**config.mk**
```make
export PLATFORM = sky130hd
export DESIGN_NAME = software_timer_table
export DESIGN_NICKNAME = d
export VERILOG_FILES = /design/src/design/stt_pkg.sv /design/src/design/stt_ram.sv /design/src/design/stt_divider.sv /design/src/design/stt_front.sv /design/src/design/stt_back.sv /design/src/design/software_timer_table.sv
export VERILOG_INCLUDE_DIRS = /design/src /design/src/design
export SDC_FILE = /design/constraint.sdc
export NUM_CORES = 1
export LEC_CHECK = 0
export BUFFER_PORTS_ARGS = -buffer_cell sky130_fd_sc_hd__buf_2
export CAP_MARGIN = 5
export CORE_AREA = 2 2 237 239
export CTS_BUF_LIST = sky130_fd_sc_hd__clkbuf_4 sky130_fd_sc_hd__clkbuf_8
export CTS_CLUSTER_DIAMETER = 100
export DETAILED_ROUTE_END_ITERATION = 10
export DIE_AREA = 0 0 239 241
export GPL_TIMING_DRIVEN = 0
export PLACE_DENSITY = 0.69
export SKIP_CTS_REPAIR_TIMING = 1
export SLEW_MARGIN = 10
export SYNTH_ARGS = -nofsm -noshare
export SYNTH_HDL_FRONTEND = slang
export SYNTH_HIERARCHICAL = 1
export SYNTH_SLANG_ARGS = --single-unit
export TNS_END_PERCENT = 100
```
**constraint.sdc**
```tcl
create_clock -name clock -period 4.2 [get_ports clock]
set_input_delay 0.42 -clock clock [delete_from_list [all_inputs] [get_ports clock]]
set_output_delay 0.42 -clock clock [all_outputs]
set_load 0.01 [all_outputs]
```
**src/design/software_timer_table_assert.svh**
```systemverilog
// ----------------------------------------------------------------------------
// Software timer table assertion macros
// Shared helpers for the concurrent checks in the timer table design.
// ----------------------------------------------------------------------------
`ifndef SOFTWARE_TIMER_TABLE_ASSERT_SVH
`define SOFTWARE_TIMER_TABLE_ASSERT_SVH

// A condition that holds at every clock edge outside reset.
`define STT_ASSERT_ALWAYS(lbl, clk, rst, cond) \
   lbl: assert property (@(posedge clk) disable iff (rst) (cond)) \
      else $error("Timer table invariant violated.");

// An implication checked at every clock edge outside reset.
`define STT_ASSERT_IMPL(lbl, clk, rst, ante, cons) \
   lbl: assert property (@(posedge clk) disable iff (rst) (ante) |-> (cons)) \
      else $error("Timer table implication violated.");

`endif

```
**src/design/stt_pkg.sv**
```systemverilog
// ----------------------------------------------------------------------------
// Software timer table package
// Command codes, status codes and the types shared between the modules.
// ----------------------------------------------------------------------------
`default_nettype none
package stt_pkg;

   localparam logic [1:0] CMD_TICK   = 2'd0;
   localparam logic [1:0] CMD_START  = 2'd1;
   localparam logic [1:0] CMD_STOP   = 2'd2;
   localparam logic [1:0] CMD_UNUSED = 2'd3;

   localparam logic [1:0] STATUS_OK   = 2'd0;
   localparam logic [1:0] STATUS_FULL = 2'd1;
   localparam logic [1:0] STATUS_ZERO = 2'd2;

   localparam logic KIND_STATUS = 1'b0;
   localparam logic KIND_FIRED  = 1'b1;

   localparam int ENTRY_WIDTH = 25;

   typedef struct packed {
      logic [1:0]  cmd;
      logic [7:0]  handle;
      logic [15:0] delay_us;
      logic        periodic;
   } request_type;

   typedef struct packed {
      logic [15:0] delay;
      logic [7:0]  handle;
      logic        periodic;
   } entry_type;

endpackage
`default_nettype wire

```
**src/design/stt_ram.sv**
```systemverilog
// ----------------------------------------------------------------------------
// Generic RAM
// Single write port and one read port with registered read data.
// ----------------------------------------------------------------------------
`default_nettype none
module stt_ram #(
   parameter int WIDTH = 25,
   parameter int DEPTH = 16,
   parameter int AW    = 4
) (
   input  wire logic             clock,
   input  wire logic             wr_en,
   input  wire logic [AW-1:0]    wr_addr,
   input  wire logic [WIDTH-1:0] wr_data,
   input  wire logic [AW-1:0]    rd_addr,
   output logic      [WIDTH-1:0] rd_data
);

   logic [WIDTH-1:0] mem_ff [DEPTH];

   always_ff @(posedge clock) begin
      if (wr_en) begin
         mem_ff[wr_addr] <= wr_data;
      end
      rd_data <= mem_ff[rd_addr];
   end

endmodule
`default_nettype wire

```
**src/design/stt_divider.sv**
```systemverilog
// ----------------------------------------------------------------------------
// Software timer table divider
// Restoring divider producing one quotient bit per cycle.
// ----------------------------------------------------------------------------
`default_nettype none
module stt_divider (
   input  wire logic        clock,
   input  wire logic        reset,
   input  wire logic        start,
   input  wire logic [15:0] dividend,
   input  wire logic [15:0] divisor,
   input  wire logic [4:0]  steps,
   output logic             done,
   output logic      [15:0] quotient,
   output logic      [15:0] remainder
);

   logic [15:0] dq_ff, dq_in;
   logic [16:0] rem_ff, rem_in;
   logic [15:0] div_ff, div_in;
   logic [4:0]  cnt_ff, cnt_in;
   logic        done_ff, done_in;
   logic [16:0] trial;
   logic        ge;

   always_comb begin
      trial  = {rem_ff[15:0], dq_ff[15]};
      ge     = trial >= {1'b0, div_ff};
      dq_in  = dq_ff;
      rem_in = rem_ff;
      div_in = div_ff;
      cnt_in = cnt_ff;
      done_in = 1'b0;
      if (start) begin
         dq_in  = dividend;
         rem_in = '0;
         div_in = divisor;
         cnt_in = steps;
      end else if (cnt_ff != 5'd0) begin
         dq_in  = {dq_ff[14:0], ge};
         rem_in = ge ? (trial - {1'b0, div_ff}) : trial;
         cnt_in = cnt_ff - 5'd1;
         done_in = (cnt_ff == 5'd1);
      end
   end

   always_ff @(posedge clock) begin
      if (reset) begin
         cnt_ff  <= '0;
         done_ff <= 1'b0;
      end else begin
         cnt_ff  <= cnt_in;
         done_ff <= done_in;
      end
      dq_ff  <= dq_in;
      rem_ff <= rem_in;
      div_ff <= div_in;
   end

   assign done      = done_ff;
   assign quotient  = dq_ff;
   assign remainder = rem_ff[15:0];

endmodule
`default_nettype wire

```
**src/design/stt_front.sv**
```systemverilog
// ----------------------------------------------------------------------------
// Software timer table front end
// Accepts requests and holds them in a two-entry queue for the back end.
// ----------------------------------------------------------------------------
`default_nettype none
module stt_front (
   input  wire logic                 clock,
   input  wire logic                 reset,
   input  wire logic                 start,
   input  wire stt_pkg::request_type req,
   output logic                      busy,
   output logic                      q_valid,
   output stt_pkg::request_type      q_head,
   input  wire logic                 q_pop
);

   stt_pkg::request_type slot_ff [2];
   logic       wr_ptr_ff, wr_ptr_in;
   logic       rd_ptr_ff, rd_ptr_in;
   logic [1:0] cnt_ff, cnt_in;
   logic       push;
   logic       pop;

   always_comb begin
      push      = start && !busy && (req.cmd != stt_pkg::CMD_UNUSED);
      pop       = q_pop && q_valid;
      wr_ptr_in = push ? !wr_ptr_ff : wr_ptr_ff;
      rd_ptr_in = pop ? !rd_ptr_ff : rd_ptr_ff;
      cnt_in    = cnt_ff + {1'b0, push} - {1'b0, pop};
   end

   always_ff @(posedge clock) begin
      if (reset) begin
         wr_ptr_ff <= 1'b0;
         rd_ptr_ff <= 1'b0;
         cnt_ff    <= '0;
      end else begin
         wr_ptr_ff <= wr_ptr_in;
         rd_ptr_ff <= rd_ptr_in;
         cnt_ff    <= cnt_in;
      end
      if (push) begin
         slot_ff[wr_ptr_ff] <= req;
      end
   end

   assign busy    = (cnt_ff == 2'd2);
   assign q_valid = (cnt_ff != 2'd0);
   assign q_head  = slot_ff[rd_ptr_ff];

endmodule
`default_nettype wire

```
**src/design/stt_back.sv**
```systemverilog
// ----------------------------------------------------------------------------
// Software timer table back end
// Executes ticks, starts and stops against the entry store.
// ----------------------------------------------------------------------------
`default_nettype none
module stt_back #(
   parameter int TIMER_SLOTS = 16
) (
   input  wire logic                 clock,
   input  wire logic                 reset,
   input  wire logic                 q_valid,
   input  wire stt_pkg::request_type q_head,
   output logic                      q_pop,
   input  wire logic [7:0]           match_count,
   input  wire logic [15:0]          resolution_us,
   output logic                      rsp_strobe,
   output logic                      rsp_kind,
   output logic [7:0]                rsp_fired_handle,
   output logic [1:0]                rsp_status,
   output logic                      rsp_last
);

   `include "software_timer_table_assert.svh"

   localparam int AW = (TIMER_SLOTS > 1) ? $clog2(TIMER_SLOTS) : 1;
   localparam int CW = $clog2(TIMER_SLOTS + 1);
   localparam logic [CW-1:0] SLOTS = CW'(TIMER_SLOTS);

   typedef enum logic [7:0] {
      S_IDLE = 8'b0000_0001,
      S_RD   = 8'b0000_0010,
      S_WAIT = 8'b0000_0100,
      S_MOD  = 8'b0000_1000,
      S_MVRD = 8'b0001_0000,
      S_MVWR = 8'b0010_0000,
      S_DIV  = 8'b0100_0000,
      S_DONE = 8'b1000_0000
   } state_type;

   state_type state_ff, state_in;
   stt_pkg::request_type cur_ff, cur_in;
   stt_pkg::entry_type   ent_ff, ent_in;
   logic [7:0]    prescale_ff, prescale_in;
   logic [7:0]    tick_ff, tick_in;
   logic [CW-1:0] count_ff, count_in;
   logic [CW-1:0] idx_ff, idx_in;
   logic          pend_ff, pend_in;
   logic [7:0]    pend_handle_ff, pend_handle_in;
   logic          strobe_ff, strobe_in;
   logic          kind_ff, kind_in;
   logic [7:0]    handle_ff, handle_in;
   logic [1:0]    status_ff, status_in;
   logic          last_ff, last_in;

   logic          ram_we;
   logic [AW-1:0] ram_waddr, ram_raddr;
   logic [stt_pkg::ENTRY_WIDTH-1:0] ram_wdata, ram_rdata;
   stt_pkg::entry_type rd_entry;

   logic        div_start, div_done;
   logic [15:0] div_dividend, div_divisor, div_q, div_r;
   logic [4:0]  div_steps;
   logic [7:0]  match_eff;

   stt_ram #(.WIDTH(stt_pkg::ENTRY_WIDTH), .DEPTH(TIMER_SLOTS), .AW(AW)) u_ram (
      .clock   (clock),
      .wr_en   (ram_we),
      .wr_addr (ram_waddr),
      .wr_data (ram_wdata),
      .rd_addr (ram_raddr),
      .rd_data (ram_rdata)
   );

   stt_divider u_div (
      .clock     (clock),
      .reset     (reset),
      .start     (div_start),
      .dividend  (div_dividend),
      .divisor   (div_divisor),
      .steps     (div_steps),
      .done      (div_done),
      .quotient  (div_q),
      .remainder (div_r)
   );

   assign rd_entry  = stt_pkg::entry_type'(ram_rdata);
   assign match_eff = (match_count == 8'd0) ? 8'd1 : match_count;

   always_comb begin
      state_in       = state_ff;
      cur_in         = cur_ff;
      ent_in         = ent_ff;
      prescale_in    = prescale_ff;
      tick_in        = tick_ff;
      count_in       = count_ff;
      idx_in         = idx_ff;
      pend_in        = pend_ff;
      pend_handle_in = pend_handle_ff;
      strobe_in      = 1'b0;
      kind_in        = kind_ff;
      handle_in      = handle_ff;
      status_in      = status_ff;
      last_in        = last_ff;
      q_pop          = 1'b0;
      ram_we         = 1'b0;
      ram_waddr      = idx_ff[AW-1:0];
      ram_wdata      = ram_rdata;
      ram_raddr      = idx_ff[AW-1:0];
      div_start      = 1'b0;
      div_dividend   = q_head.delay_us;
      div_divisor    = (resolution_us == 16'd0) ? 16'd1 : resolution_us;
      div_steps      = 5'd16;
      case (state_ff)
         S_IDLE: begin
            if (q_valid) begin
               q_pop  = 1'b1;
               cur_in = q_head;
               idx_in = '0;
               case (q_head.cmd)
                  stt_pkg::CMD_TICK: begin
                     if (prescale_ff + 8'd1 >= match_eff) begin
                        prescale_in = 8'd0;
                        tick_in     = tick_ff + 8'd1;
                        state_in    = S_RD;
                     end else begin
                        prescale_in = prescale_ff + 8'd1;
                     end
                  end
                  stt_pkg::CMD_START: begin
                     if (count_ff >= SLOTS) begin
                        strobe_in = 1'b1;
                        kind_in   = stt_pkg::KIND_STATUS;
                        handle_in = q_head.handle;
                        status_in = stt_pkg::STATUS_FULL;
                        last_in   = 1'b1;
                     end else begin
                        div_start = 1'b1;
                        state_in  = S_DIV;
                     end
                  end
                  stt_pkg::CMD_STOP: begin
                     state_in = S_RD;
                  end
                  default: begin
                  end
               endcase
            end
         end
         S_RD: begin
            if (idx_ff >= count_ff) begin
               state_in = S_DONE;
            end else begin
               state_in = S_WAIT;
            end
         end
         S_WAIT: begin
            ent_in = rd_entry;
            if (cur_ff.cmd == stt_pkg::CMD_STOP) begin
               if (rd_entry.handle == cur_ff.handle) begin
                  state_in = S_MVRD;
               end else begin
                  idx_in   = idx_ff + CW'(1);
                  state_in = S_RD;
               end
            end else begin
               div_start    = 1'b1;
               div_dividend = {tick_ff, 8'h00};
               div_divisor  = (rd_entry.delay == 16'd0) ? 16'd1 : rd_entry.delay;
               div_steps    = 5'd8;
               state_in     = S_MOD;
            end
         end
         S_MOD: begin
            if (div_done) begin
               if (div_r == 16'd0) begin
                  if (pend_ff) begin
                     strobe_in = 1'b1;
                     kind_in   = stt_pkg::KIND_FIRED;
                     handle_in = pend_handle_ff;
                     status_in = stt_pkg::STATUS_OK;
                     last_in   = 1'b0;
                  end
                  pend_in        = 1'b1;
                  pend_handle_in = ent_ff.handle;
                  if (ent_ff.periodic) begin
                     idx_in   = idx_ff + CW'(1);
                     state_in = S_RD;
                  end else begin
                     state_in = S_MVRD;
                  end
               end else begin
                  idx_in   = idx_ff + CW'(1);
                  state_in = S_RD;
               end
            end
         end
         S_MVRD: begin
            ram_raddr = AW'(count_ff - CW'(1));
            state_in  = S_MVWR;
         end
         S_MVWR: begin
            ram_we   = 1'b1;
            count_in = count_ff - CW'(1);
            state_in = S_RD;
         end
         S_DIV: begin
            if (div_done) begin
               strobe_in = 1'b1;
               kind_in   = stt_pkg::KIND_STATUS;
               handle_in = cur_ff.handle;
               last_in   = 1'b1;
               if (div_q == 16'd0) begin
                  status_in = stt_pkg::STATUS_ZERO;
               end else begin
                  status_in = stt_pkg::STATUS_OK;
                  ram_we    = 1'b1;
                  ram_waddr = count_ff[AW-1:0];
                  ram_wdata = {div_q, cur_ff.handle, cur_ff.periodic};
                  count_in  = count_ff + CW'(1);
               end
               state_in = S_IDLE;
            end
         end
         S_DONE: begin
            if (cur_ff.cmd == stt_pkg::CMD_STOP) begin
               strobe_in = 1'b1;
               kind_in   = stt_pkg::KIND_STATUS;
               handle_in = cur_ff.handle;
               status_in = stt_pkg::STATUS_OK;
               last_in   = 1'b1;
            end else if (pend_ff) begin
               strobe_in = 1'b1;
               kind_in   = stt_pkg::KIND_FIRED;
               handle_in = pend_handle_ff;
               status_in = stt_pkg::STATUS_OK;
               last_in   = 1'b1;
            end
            pend_in  = 1'b0;
            state_in = S_IDLE;
         end
         default: begin
            state_in = S_IDLE;
         end
      endcase
   end

   always_ff @(posedge clock) begin
      if (reset) begin
         state_ff    <= S_IDLE;
         prescale_ff <= '0;
         tick_ff     <= '0;
         count_ff    <= '0;
         pend_ff     <= 1'b0;
         strobe_ff   <= 1'b0;
      end else begin
         state_ff    <= state_in;
         prescale_ff <= prescale_in;
         tick_ff     <= tick_in;
         count_ff    <= count_in;
         pend_ff     <= pend_in;
         strobe_ff   <= strobe_in;
      end
      cur_ff         <= cur_in;
      ent_ff         <= ent_in;
      idx_ff         <= idx_in;
      pend_handle_ff <= pend_handle_in;
      kind_ff        <= kind_in;
      handle_ff      <= handle_in;
      status_ff      <= status_in;
      last_ff        <= last_in;
   end

   assign rsp_strobe       = strobe_ff;
   assign rsp_kind         = kind_ff;
   assign rsp_fired_handle = handle_ff;
   assign rsp_status       = status_ff;
   assign rsp_last         = last_ff;

   `STT_ASSERT_ALWAYS(a_count_bound, clock, reset, count_ff <= SLOTS)
   `STT_ASSERT_IMPL(a_status_last, clock, reset,
      strobe_ff && kind_ff == stt_pkg::KIND_STATUS, last_ff)
   `STT_ASSERT_IMPL(a_fired_ok, clock, reset,
      strobe_ff && kind_ff == stt_pkg::KIND_FIRED, status_ff == stt_pkg::STATUS_OK)
   `STT_ASSERT_IMPL(a_pend_clear, clock, reset, state_ff == S_IDLE, !pend_ff)

endmodule
`default_nettype wire

```
**src/design/software_timer_table.sv**
```systemverilog
// ----------------------------------------------------------------------------
// Software timer table
// Timer table advanced by hardware ticks, with start and stop requests.
// ----------------------------------------------------------------------------
// Start runs the 16-step divider; stop reads each entry in S_RD and S_WAIT
// and moves the last entry into each removed slot in S_MVRD and S_MVWR. A
// system tick scans each entry with the 8-step modulo in the shared divider.
// Up to two requests are queued; busy is high while the queue is full.
// Reset clears the counters and the queue; the entry store is not cleared.
`default_nettype none
module software_timer_table #(
   parameter int TIMER_SLOTS = 16
) (
   input  wire logic        clock,
   input  wire logic        reset,
   input  wire logic        start,
   output logic             busy,
   input  wire logic [1:0]  req_cmd,
   input  wire logic [7:0]  req_handle,
   input  wire logic [15:0] req_delay_us,
   input  wire logic        req_periodic,
   output logic             rsp_strobe,
   output logic             rsp_kind,
   output logic [7:0]       rsp_fired_handle,
   output logic [1:0]       rsp_status,
   output logic             rsp_last,
   input  wire logic        psel,
   input  wire logic        penable,
   input  wire logic        pwrite,
   input  wire logic [2:0]  paddr,
   input  wire logic [31:0] pwdata,
   output logic      [31:0] prdata,
   output logic             pready
);

   stt_pkg::request_type req, q_head;
   logic        q_valid, q_pop;
   logic [7:0]  match_ff;
   logic [15:0] resolution_ff;
   logic        wr;

   assign req = '{cmd: req_cmd, handle: req_handle, delay_us: req_delay_us,
                  periodic: req_periodic};

   assign pready = 1'b1;
   assign wr     = psel && penable && pwrite;
   assign prdata = paddr[2] ? {16'd0, resolution_ff} : {24'd0, match_ff};

   always_ff @(posedge clock) begin
      if (reset) begin
         match_ff      <= 8'd1;
         resolution_ff <= 16'd1;
      end else if (wr) begin
         if (paddr[2]) begin
            resolution_ff <= pwdata[15:0];
         end else begin
            match_ff <= pwdata[7:0];
         end
      end
   end

   stt_front u_front (
      .clock   (clock),
      .reset   (reset),
      .start   (start),
      .req     (req),
      .busy    (busy),
      .q_valid (q_valid),
      .q_head  (q_head),
      .q_pop   (q_pop)
   );

   stt_back #(.TIMER_SLOTS(TIMER_SLOTS)) u_back (
      .clock            (clock),
      .reset            (reset),
      .q_valid          (q_valid),
      .q_head           (q_head),
      .q_pop            (q_pop),
      .match_count      (match_ff),
      .resolution_us    (resolution_ff),
      .rsp_strobe       (rsp_strobe),
      .rsp_kind         (rsp_kind),
      .rsp_fired_handle (rsp_fired_handle),
      .rsp_status       (rsp_status),
      .rsp_last         (rsp_last)
   );

endmodule
`default_nettype wire

```
# Yosys cells after proc, flatten, opt, wreduce, memory -nomap -nowiden
# Memories as Yosys holds them, arrays and structs flattened. A register that Yosys moved wholly into a read port is not among the register bits.
# Cells that the tools add are included.
[totals] register_bits=158 ramBits=454 input_bits=68 elab_cells=219 n_memories=2
[memory_table] memory="u_back.u_ram.mem_ff" words=16 width=25 rd=1 rd_clocked_by_memory_dff=1 write_ports=1 line="stt_ram.sv:19" source="logic [WIDTH-1:0] mem_ff [DEPTH];"
[memory_table] memory="u_front.slot_ff" words=2 width=27 rd=1 rd_clocked_by_memory_dff=1 write_ports=1 line="stt_front.sv:17" source="stt_pkg::request_type slot_ff [2];"
[op_classes] addsub=9 n_lt_le_gt_ge=4 eq_ne=30 n_mux=111 n_bitwise=2 reduce_logical=34
[op_table] operator="16-bit 2-to-1 mux" count=10
[op_table] operator="8-bit 2-to-1 mux" count=16
[op_table] operator="5-bit 2-to-1 mux" count=16
[op_table] operator="25-bit 2-to-1 mux" count=3
[op_table] operator="16-bit zero test" count=4
[op_table] operator="8-bit one-hot mux with 7 select lines" count=1
[op_table] operator="1-bit 2-to-1 mux" count=41
[op_table] operator="8-bit one-hot mux with 4 select lines" count=1
[op_table] operator="8-bit one-hot mux with 3 select lines" count=1
[op_table] operator="2-bit 2-to-1 mux" count=9
[op_table] operator="17-bit by 16-bit greater-or-equal comparator with 1-bit output" count=1
[op_table] operator="8-bit by 1-bit adder with 8-bit output (second input constant)" count=2
[op_table] operator="4-bit 2-to-1 mux" count=4
[op_table] operator="16-bit subtractor" count=1
[op_table] operator="5-bit one-hot mux with 3 select lines" count=1
[op_table] operator="2-bit != test (second input constant)" count=7
[op_table] operator="1-bit one-hot mux with 4 select lines" count=3
[op_table] operator="3-bit AND reduction" count=4
[op_table] operator="6-bit AND reduction" count=2
[op_table] operator="5-bit by 1-bit adder with 5-bit output (second input constant)" count=2
[op_table] operator="5-bit one-hot mux with 2 select lines" count=1
[op_table] operator="5-bit by 1-bit subtractor with 5-bit output (second input constant)" count=2
[op_table] operator="9-bit AND reduction" count=1
[op_table] operator="8-bit by 1-bit == test with 1-bit output (second input constant)" count=1
[op_table] operator="36 further kinds" count=56

# Longest topological paths before layout
# Gate-level depths: netlist (run 1).
[logic_depth] depth_word=7 depth_mapped=14

# By module
# The synthesis (run 1) kept the hierarchy.
[by_module_without_submodules] module="stt_ram" n_inst=1 cells_per_inst=660 area_per_inst_um2=15551.2 seq_area_each_um2=12512.0
[by_module_without_submodules] module="stt_back" n_inst=1 cells_per_inst=504 area_per_inst_um2=4993.5 seq_area_each_um2=1971.9
[by_module_without_submodules] module="stt_divider" n_inst=1 cells_per_inst=304 area_per_inst_um2=3084.2 seq_area_each_um2=1401.3
[by_module_without_submodules] module="stt_front" n_inst=1 cells_per_inst=111 area_per_inst_um2=2217.1 seq_area_each_um2=1721.7
[by_module_without_submodules] module="software_timer_table" n_inst=1 cells_per_inst=134 area_per_inst_um2=1330.0 seq_area_each_um2=480.5

# Worst setup path before layout (run 1)
# No wires, ideal clock.
[synth_timing] kind="register -> register" from="register u_back.state_ff[0]" to="memory u_back.u_ram.mem_ff[0][0] (enable)" setup_ps=438 t_arrival_ps=4019 t_required_ps=3762 setup_slack_ps=-257 stages_incl_launch_ff=10 n_path_buf=2 synth_period_minus_slack_ps=4457 cell_sequence="dfxtp_1 -> buf_2 -> or4b_4 -> nor2_8 -> nand3_2 -> clkbuf_1 -> nand2_1 -> o21ai_0 -> or3b_2 -> nor3_1"
[synth_between] word_cells_on_any_way=6 cone_classes="eq/ne: 2; mux: 4"
[synth_rtl] item="start, declared" line="stt_back.sv:40" source="state_type state_ff, state_in;"
[synth_rtl] item="start signal, assigned" line="stt_back.sv:256" source="state_ff <= state_in;"
[synth_rtl] item="8-bit by 7-bit == test with 1-bit output" line="stt_back.sv:113" source="case (state_ff)"
[synth_rtl] item="4-bit 2-to-1 mux" line="stt_back.sv:113"
[synth_rtl] item="named net u_back.ram_waddr[2]" line="stt_back.sv:56" source="logic [AW-1:0] ram_waddr, ram_raddr;"
[synth_rtl] item="end, declared" line="stt_ram.sv:19"
# The timed path passes the listed nets, and every way through them passes these cells.

# Worst setup path after layout (run 1)
[layout_timing] from="register u_back.state_ff[3]" to="memory u_back.u_ram.mem_ff[7][17] (enable)"
# Same word-level chain as after synthesis.

==> results of run 1 <==
## layout by cell type (no fill, tap or decap), types with 10 or more instances in the layout
master,instances
a211oi_1,11
a21oi_1,46
a22oi_1,51
and2_1,18
buf_12,14
buf_16,15
buf_2,90
buf_4,41
buf_6,14
clkbuf_1,30
clkbuf_4,48
clkbuf_8,109
clkinv_1,13
clkinv_2,10
conb_1,20
dfxtp_1,107
dlygate4sd3_1,35
edfxtp_1,531
ha_1,39
inv_1,54
mux2_2,96
mux2i_1,44
mux4_2,100
nand2_1,71
nand2b_1,45
nand3_1,20
nand4_1,16
nor2_1,82
nor2_4,14
nor2b_1,17
nor3_1,21
nor4_1,21
o21ai_0,31
xnor2_1,19
xor2_1,21
## routing by layer
layer | track usage | vias up | part of all wire
met5 | 0 | - | 0
met4 | 0.0722 | 0 | 0.027
met3 | 0.0437 | 110 | 0.066
met2 | 0.356 | 627 | 0.49
met1 | 0.288 | 8073 | 0.42
li1 | - | 7235 | -
## path summary, 6_finish.rpt
kind                       from                          to
min reg2reg    u_back/ent_ff[7]    u_back/pend_handle_ff[6]
max reg2reg  u_back/state_ff[3]  u_back/u_ram/mem_ff[7][17]
max          u_back/state_ff[3]  u_back/u_ram/mem_ff[7][17]
min                  pwdata[13]           resolution_ff[13]
## per-stage QoR
stage                     instances   util  instance area (µm²)  setup slack, ps  power [mW]
after floorplan                1730      -                27200             2.10        13.0
after global placement         2512  0.520                28500            -2170        14.6
after detailed placement       2535  0.531                29200             -366        14.9
after CTS                      2726  0.571                31300             -419        20.5
after global routing           2783  0.583                32000            -36.2        21.4
final                          2783  0.583                32000              123        20.4
## flip-flops by register name, summed over array words and instances (netlist names), 9 cells and up, named ones only
signal and flops:
resolution_ff 16, u_back/cur_ff 11, u_back/ent_ff 9, u_back/u_div/div_ff 16, u_back/u_div/quotient 16, u_back/u_div/rem_ff 16, u_back/u_ram/mem_ff 400, u_back/u_ram/rd_data 25
u_front/slot_ff 54
## cell families after synthesis
| logic type | share of synthesized area |
|---|---|
| simple gates | 0.0758 |
| compound gates | 0.0578 |
| xor+xnor | 0.0129 |
| buf+inv | 0.0294 |
| fa+ha+maj | 0.0187 |
| mux | 0.139 |
| flops | 0.666 |
| other cells | 0.000414 |
## final cells by class
type / instances / area, µm² / area share
tap: 704 / 881 / 0.0275
multi-input combinational: 941 / 8520 / 0.266
sequential: 638 / 18100 / 0.565
inverter: 55 / 210 / 0.00657
buffer: 95 / 591 / 0.0185
clock inverter: 34 / 282 / 0.00880
timing repair buffer: 159 / 1580 / 0.0492
clock buffer: 157 / 1860 / 0.0581
## tightest hold or removal path, stage by stage
cell,delay (ps)
buf_2,100
nand2b_1,70
mux2i_1,70
## where the power goes
group | switching (mW) | total, mW | internal [mW]
sequential | 0.537 | 8.67 | 8.13
clock | 2.42 | 5.50 | 3.08
combinational | 3.73 | 6.27 | 2.54
total | 6.69 | 20.4 | 13.7
==> run metrics, run 1 <==
status complete, no violations; minimum hold slack 14.2 ps; post-synthesis async set-or-reset flop share 0; first-pass GRT wire length just over 90000 µm; drt first pass iters 6; Worst VDD drop 0.321 mV; skew final 34.7 ps; synth unique cells 88; pin count of the biggest net entering global routing 21; number of global-route vias before repair 16000; initial antenna violation count 0; CTS clk-pin slew, worst paths 60 ps; fin crit period 4080 ps; vias per inst between 5 and 6; Tightest Pin Transition 984 ps; cells along the critical path or4_1 -> buf_6 -> nor2_8 -> nand3_2 -> clkbuf_1 -> o21ai_1 -> nand2_2 -> nor2_4 -> buf_16; layout cells sized above 1 0.293; CTS Sinks 638; Root Buffer Master clkbuf_8; setup TNS 0 ps; worst hold path type input port to register; Die H 241 µm; Crit path depth 9; Antenna Diode Count 0; Remaining DRCs 0; Layout area overhead 17.8%; worst setup path class register to register; worst path bufs/invs 3; synthesis warning total 6; area share of the largest cell type after synthesis 0.587; Fmax 0.245 GHz; Hold Crit Depth 3; Skew-Pair Late Insertion Delay 700 ps; final hold violation count 0; top cells by instance count after synthesis edfxtp_1, dfxtp_1, mux4_2; CP max stage delay 810 ps; routed wire length 62900 µm; syn avg cell area 15.9 µm²; CTS tree built; FP Rows 86; Synth Instances 1713; die width 239 µm; number of flops mapped to enable cells by yosys 531; die footprint 57600 µm²; global route overflow 0; clk buf depth 3; CP max-delay cell o21ai_1; CP arrival 4450 ps; DR WL/cell between 20 and 25 µm; Starting Density 0.495; slew margin rel. 0.340; Ports 115; drt initial violations 1542; static leakage between 10 and 15 nW; max cap viols 0; fillers ~4100; Final ANT Viol Nets 0; PortBufs 78; period utilization 0.971; area leader, netlist edfxtp_1; reg2reg path depth 9; Total GRT Usage 0.216; PwrDens between 600 and 700 nW/µm²; worst-path fanout max 15; total CTS buffers 101; synthesized flop and latch total 638; Final GP Congestion about 0.87; WP data required 4570 ps; top-count cell post-synth edfxtp_1; Pins Over Slew Limit 0; Post-DP HPWL 42300 µm; htree depth 3; core area ~55000 µm²; mapped cell area roughly 27000 µm²; flop2flop setup slack about 120 ps; CP delay by family, top simple AND/OR/NAND/NOR gates; Critical Path Source Type register; Final setup viols 0; DR vias 16000; Synth area leaders edfxtp_1, mux4_2, dfxtp_1; Top FF cell, synth edfxtp_1; Seq/Total Area, Yosys 0.666; nets@finish about 2100; crit end category register
No activity file was read; power rests on OpenSTA's default activity.
==> run 2: changes to the inputs <==
--- a/config.mk
+++ b/config.mk
@@ -6,15 +6,15 @@
 export SDC_FILE = /design/constraint.sdc
 export NUM_CORES = 1
 export LEC_CHECK = 0
-export BUFFER_PORTS_ARGS = -buffer_cell sky130_fd_sc_hd__buf_2
 export CAP_MARGIN = 5
 export CORE_AREA = 2 2 237 239
 export CTS_BUF_LIST = sky130_fd_sc_hd__clkbuf_4 sky130_fd_sc_hd__clkbuf_8
 export CTS_CLUSTER_DIAMETER = 100
 export DETAILED_ROUTE_END_ITERATION = 10
 export DIE_AREA = 0 0 239 241
+export DONT_BUFFER_PORTS = 1
 export GPL_TIMING_DRIVEN = 0
-export PLACE_DENSITY = 0.69
+export PLACE_DENSITY = 0.67
 export SKIP_CTS_REPAIR_TIMING = 1
 export SLEW_MARGIN = 10
 export SYNTH_ARGS = -nofsm -noshare
==> run metrics, run 2 (same netlist as run 1, synthesis figures left out) <==
status complete, no violations; Starting Density 0.495 (unchanged); Critical Path Source Type register; initial antenna violation count 0 (unchanged); layout cells sized above 1 0.252 (-0.0410); routed wire length on met3 3900 µm (-6.7%); sequential cell area 18100 µm² (unchanged); PwrDens 646 nW/µm² (+1.2%); fin crit period 3930 ps (-150 ps); CP arrival 4240 ps (-210 ps); max cap viols 0 (unchanged); Setup WS post-layout 273 ps (+150 ps); Crit path top cell by count buf_2; Final setup viols 0 (unchanged); Place WS -319 ps (+46.6 ps); Sequential Power Share 0.428 (+0.004); Power, Total 20.3 mW (-0.68%); htree depth 3 (unchanged); number of global-route vias before repair 15600 (-2.1%); Power Internal 13.7 mW (-0.35%); slew margin rel. 0.358 (+0.0179); pin count of the biggest net entering global routing 24 (+14%); Ports 115 (unchanged); drt first pass iters 5 (-1); footprint of the multi-input gates 8520 µm² (about the same); switch share 0.325 (-0.00224); Layout area overhead 15.6%; routed wire length 61400 µm (-2.5%); period utilization 0.935 (-0.0357); die footprint 57600 µm² (unchanged); met2 WL post-DR 29600 µm (-3.9%); fillers 4152 (+0.85%); most common cell after layout, fill and taps aside edfxtp_1; Antenna Diode Count 0 (unchanged); Final GP Congestion 0.870 (-0.20%); total CTS buffers 102 (+0.99%); WP data required 4520 ps (-50 ps); cells along the critical path nor4_2 -> and4_1 -> buf_2 -> nand2_2 -> buf_2 -> buf_4 -> o31ai_4 -> clkbuf_1 -> nor2_2 -> inv_1; CP delay by family, top buffers and inverters; worst hold path type input port to register; nets@finish 2015 (-4.0%); PortBufs 0 (-100%); top routing layer in use met4; final hold violation count 0 (unchanged); Remaining DRCs 0 (unchanged); skew final 29.6 ps (-5.12 ps); drt initial violations 1337 (-13%); CTS Sinks 638 (unchanged); FP Rows 86 (unchanged); Util after Layout 0.573 (-0.0107); Pins Over Slew Limit 0 (unchanged); Final ANT Viol Nets 0 (unchanged); Total GRT Usage 0.214 (-0.00188); clk buf depth 3 (unchanged); core area 54900 µm² (unchanged); vias per inst 5.83 (+1.1%); CP max-delay cell nor4_2; Post-DP HPWL 42100 µm (-0.44%); CTS tree built; Worst VDD drop 0.299 mV (-6.9%); flop2flop setup slack 270 ps (+150 ps); top flop regs u_back/u_ram/mem_ff (400), u_front/slot_ff (54), u_back/u_ram/rd_data (25); Die H 241 µm (unchanged); minimum hold slack 1.67 ps (-12.5 ps); highest-count cells in the layout ignoring fill and taps edfxtp_1, clkbuf_8, dfxtp_1; worst path bufs/invs 5 (+2); DR vias 15700 (-2.1%); Root Buffer Master clkbuf_8; first-pass GRT wire length 92700 µm (-0.81%); CP max stage delay 540 ps (-270 ps); die width 239 µm (unchanged); Reg with most FFs u_back/u_ram/mem_ff; crit end category register; worst-path fanout max 16 (+1); Fmax 0.255 GHz (+3.8%); CTS clk-pin slew, worst paths 60 ps (about the same); Psw 6.59 mW (-1.4%); power share of the clock group 0.269 (about the same); combinational fraction of design power 0.303 (-0.004); Routed met1 length 26300 µm (about the same); max FFs per register 400 (unchanged); global route overflow 0 (unchanged); Tightest Pin Transition 955 ps (-29.0 ps); setup TNS 0 ps (unchanged); static leakage 10.8 nW (-3.8%); DR WL/cell 22.8 µm (+0.61%); worst setup path class register to register; Skew-Pair Late Insertion Delay 700 ps (about the same)
-- run 2: cell count changes in the layout (fill, tap and decap cells not counted), sizes merged --
| cell | change |
|---|---|
| buf | -96 |
| clkinv | +15 |
| clkbuf | -13 |
| dlygate4sd3 | +10 |
| clkinvlp | -3 |
| bufinv | +1 |
-- run 2: through the flow --
| step | instance area [µm²] | cells |
|---|---|---|
| after floorplan | 27200 | 1730 |
| after global placement | 28100 | 2434 |
| after detailed placement | 28800 | 2458 |
| after CTS | 30900 | 2648 |
| after global routing | 31400 | 2697 |
| final | 31400 | 2697 |
-- run 2: layout make-up --
cell class              count  share of cell area
clock inverters            47              0.0115
plain buffers              96              0.0189
clock buffers             143              0.0565
repair buffers             73              0.0315
well taps                 704              0.0280
inverters                  55             0.00657
flip-flops and latches    638               0.576
multi-input cells         941               0.271
-- run 2: worst paths after layout --
kind | start | end | depth (start not counted)
setup / recovery | u_back/state_ff[3] | u_back/u_div/quotient[9] | 10
hold / removal | reset | u_back/tick_ff[7] | 2
setup reg to reg | u_back/state_ff[3] | u_back/u_div/quotient[9] | 10
hold reg to reg | u_back/ent_ff[6] | u_back/pend_handle_ff[5] | 0
-- run 2: worst register-to-register path, cell delays in order, from the launching register on --
cell and delay, ps:
dfxtp_1 360, nor4_2 540, and4_1 270, buf_2 330
nand2_2 190, buf_2 270, buf_4 230, o31ai_4 90
clkbuf_1 480, nor2_2 250, inv_1 530
-- run 2: metal layers --
metal | global-route usage | vias up
li1 | - | 7046
met1 | 0.283 | 8005
met2 | 0.347 | 543
met3 | 0.0507 | 121
met4 | 0.0756 | 0
met5 | 0 | -
-- run 2: power by group through the flow --
stage | logic (mW) | registers, mW | clock network [mW]
final | 6.15 | 8.68 | 5.47
after global routing | 6.72 | 8.73 | 5.85
after CTS | 6.10 | 8.67 | 5.59
after detailed placement | 6.08 | 8.79 | 0
after global placement | 5.82 | 8.78 | 0
after floorplan | 4.50 | 8.53 | 0
==> run 3: changes to the inputs <==
--- a/config.mk
+++ b/config.mk
@@ -15,6 +15,7 @@
 export DONT_BUFFER_PORTS = 1
 export GPL_TIMING_DRIVEN = 0
 export PLACE_DENSITY = 0.67
+export REMOVE_ABC_BUFFERS = 1
 export SKIP_CTS_REPAIR_TIMING = 1
 export SLEW_MARGIN = 10
 export SYNTH_ARGS = -nofsm -noshare
==> run metrics, run 3 (same netlist as run 1, synthesis figures left out) <==
static leakage 10.8 nW (+0.21%); most common cell after layout, fill and taps aside edfxtp_1; crit end category register; Ports 115 (unchanged); Final setup viols 5 (+5); Place WS -1160 ps (-845 ps); routed wire length 61800 µm (+0.75%); DR vias 15600 (-0.96%); Reg with most FFs u_back/u_ram/mem_ff; Final ANT Viol Nets 0 (unchanged); PortBufs 0 (unchanged); CP delay by family, top simple AND/OR/NAND/NOR gates; WP data required 4570 ps (+50 ps); Tightest Pin Transition 1080 ps (+124 ps); Layout area overhead 16.1%; R2R Path Start u_back/state_ff[3]; die footprint 57600 µm² (unchanged); Starting Density 0.495 (unchanged); Fmax 0.237 GHz (-6.8%); CTS tree built; CP max stage delay 870 ps (+330 ps); Pins Over Slew Limit 0 (unchanged); global route overflow 0 (unchanged); Setup WS post-layout -15.1 ps (-288 ps); core area 54900 µm² (unchanged); Post-DP HPWL 40000 µm (-5.0%); Worst Hold Launch reset; failing checks setup timing; nets@finish 1955 (-3.0%); worst-path fanout max 17 (+1); Total GRT Usage 0.211 (-0.00241); worst path bufs/invs 1 (-4); vias per inst 5.90 (+1.2%); worst setup path class register to register; highest-count cells in the layout ignoring fill and taps edfxtp_1, clkbuf_8, dfxtp_1; fin crit period 4220 ps (+288 ps); period utilization 1.00 (+0.0685); worst hold path type input port to register; Remaining DRCs 0 (unchanged); dpl cells 2383 (-3.1%); die width 239 µm (unchanged); drt first pass iters 6 (+1); final std cells w/o fill 2640 (-2.1%); DR WL/cell 23.4 µm (+2.9%); CTS Sinks 638 (unchanged); FP Rows 86 (unchanged); initial antenna violation count 2 (+2); top flop regs u_back/u_ram/mem_ff (400), u_front/slot_ff (54), u_back/u_ram/rd_data (25); first-pass GRT wire length 91700 µm (-1.1%); Skew-Pair Late Insertion Delay 690 ps (about the same); layout cells sized above 1 0.263 (+0.0107); max FFs per register 400 (unchanged); CTS clk-pin slew, worst paths 60 ps (about the same); cells along the critical path or4_1 -> nor2_8 -> nand3_4 -> o21ai_2 -> nand2_1 -> nor2_4 -> buf_16; htree depth 3 (unchanged); Finished Cell Area 31600 µm² (+0.44%); Worst VDD drop 0.356 mV (+19%); Power, Total 20.5 mW (+0.96%); CP max-delay cell or4_1; CP startpoint u_back/state_ff[3]; clk buf depth 3 (unchanged); number of global-route vias before repair 15400 (-1.3%); slew margin rel. 0.278 (-0.0795); Critical Path Source Type register; max cap viols 0 (unchanged); drt initial violations 1448 (+8.3%); status finished with violations; Die H 241 µm (unchanged); Root Buffer Master clkbuf_8; skew final 20.5 ps (-9.12 ps); CP arrival 4590 ps (+350 ps); Final GP Congestion 0.862 (-0.94%); area of placed instances 28600 µm² (-0.71%); final hold violation count 0 (unchanged); total CTS buffers 101 (-0.98%); pin count of the biggest net entering global routing 84 (+250%); PwrDens 649 nW/µm² (+0.51%)
run 3: cell types whose count changed in the layout (fill, tap and decap cells not counted), moves of 4 or more:
cell / previous run / this run
buf_1: 9 / 0
buf_12: 4 / 18
buf_2: 12 / 0
buf_4: 34 / 22
buf_6: 15 / 5
clkbuf_1: 31 / 0
clkbuf_4: 31 / 36
clkbuf_8: 112 / 130
clkinv_1: 23 / 8
o21ai_0: 31 / 27
run 3: path summary, 6_finish.rpt:
| path | endpoint | slack [ps] | cells past startpoint |
|---|---|---|---|
| max | u_back/u_ram/mem_ff[7][20] | -20 | 7 |
| min reg2reg | u_back/pend_handle_ff[4] | 410 | 0 |
| max reg2reg | u_back/u_ram/mem_ff[7][20] | -20 | 7 |
| min | u_back/tick_ff[7] | 10 | 2 |
run 3: layout make-up:
| class | instances | area [µm²] |
|---|---|---|
| Inverter | 55 | 206 |
| Timing Repair Buffer | 109 | 1520 |
| Tap cell | 704 | 881 |
| Clock inverter | 25 | 181 |
| Multi-Input combinational cell | 942 | 8620 |
| Antenna cell | 1 | 2.50 |
| Clock buffer | 166 | 2060 |
| Fill cell | 4116 | 23300 |
| Sequential cell | 638 | 18100 |
run 3: worst reg2reg max path, cell delays in order (launching register included):
cell and delay [ps]:
dfxtp_1 360, or4_1 870, nor2_8 380, nand3_4 300, o21ai_2 690, nand2_1 450
nor2_4 600, buf_16 250
run 3: metal layers:
| metal | track usage | vias to the layer above | part of all wire |
|---|---|---|---|
| met2 | 0.350 | 544 | 0.48 |
| met5 | 0 | - | 0 |
| met4 | 0.0703 | 0 | 0.025 |
| li1 | - | 6930 | - |
| met3 | 0.0412 | 109 | 0.068 |
| met1 | 0.283 | 7981 | 0.42 |
run 3: metrics by stage:
step,hold WS (ps),utilization,TNS [ps]
detailed placement,405,0.521,-350170
global route,1.61,0.575,-1530
global placement,405,0.502,-1734680
floorplan,400,-,-439830
finish,10.2,0.575,-38.2
CTS,-250,0.561,-355740
run 3: where the power goes:
group	internal [mW]	switching [mW]
Combinational	2.65	3.45
Sequential	8.13	0.605
Clock	3.23	2.42
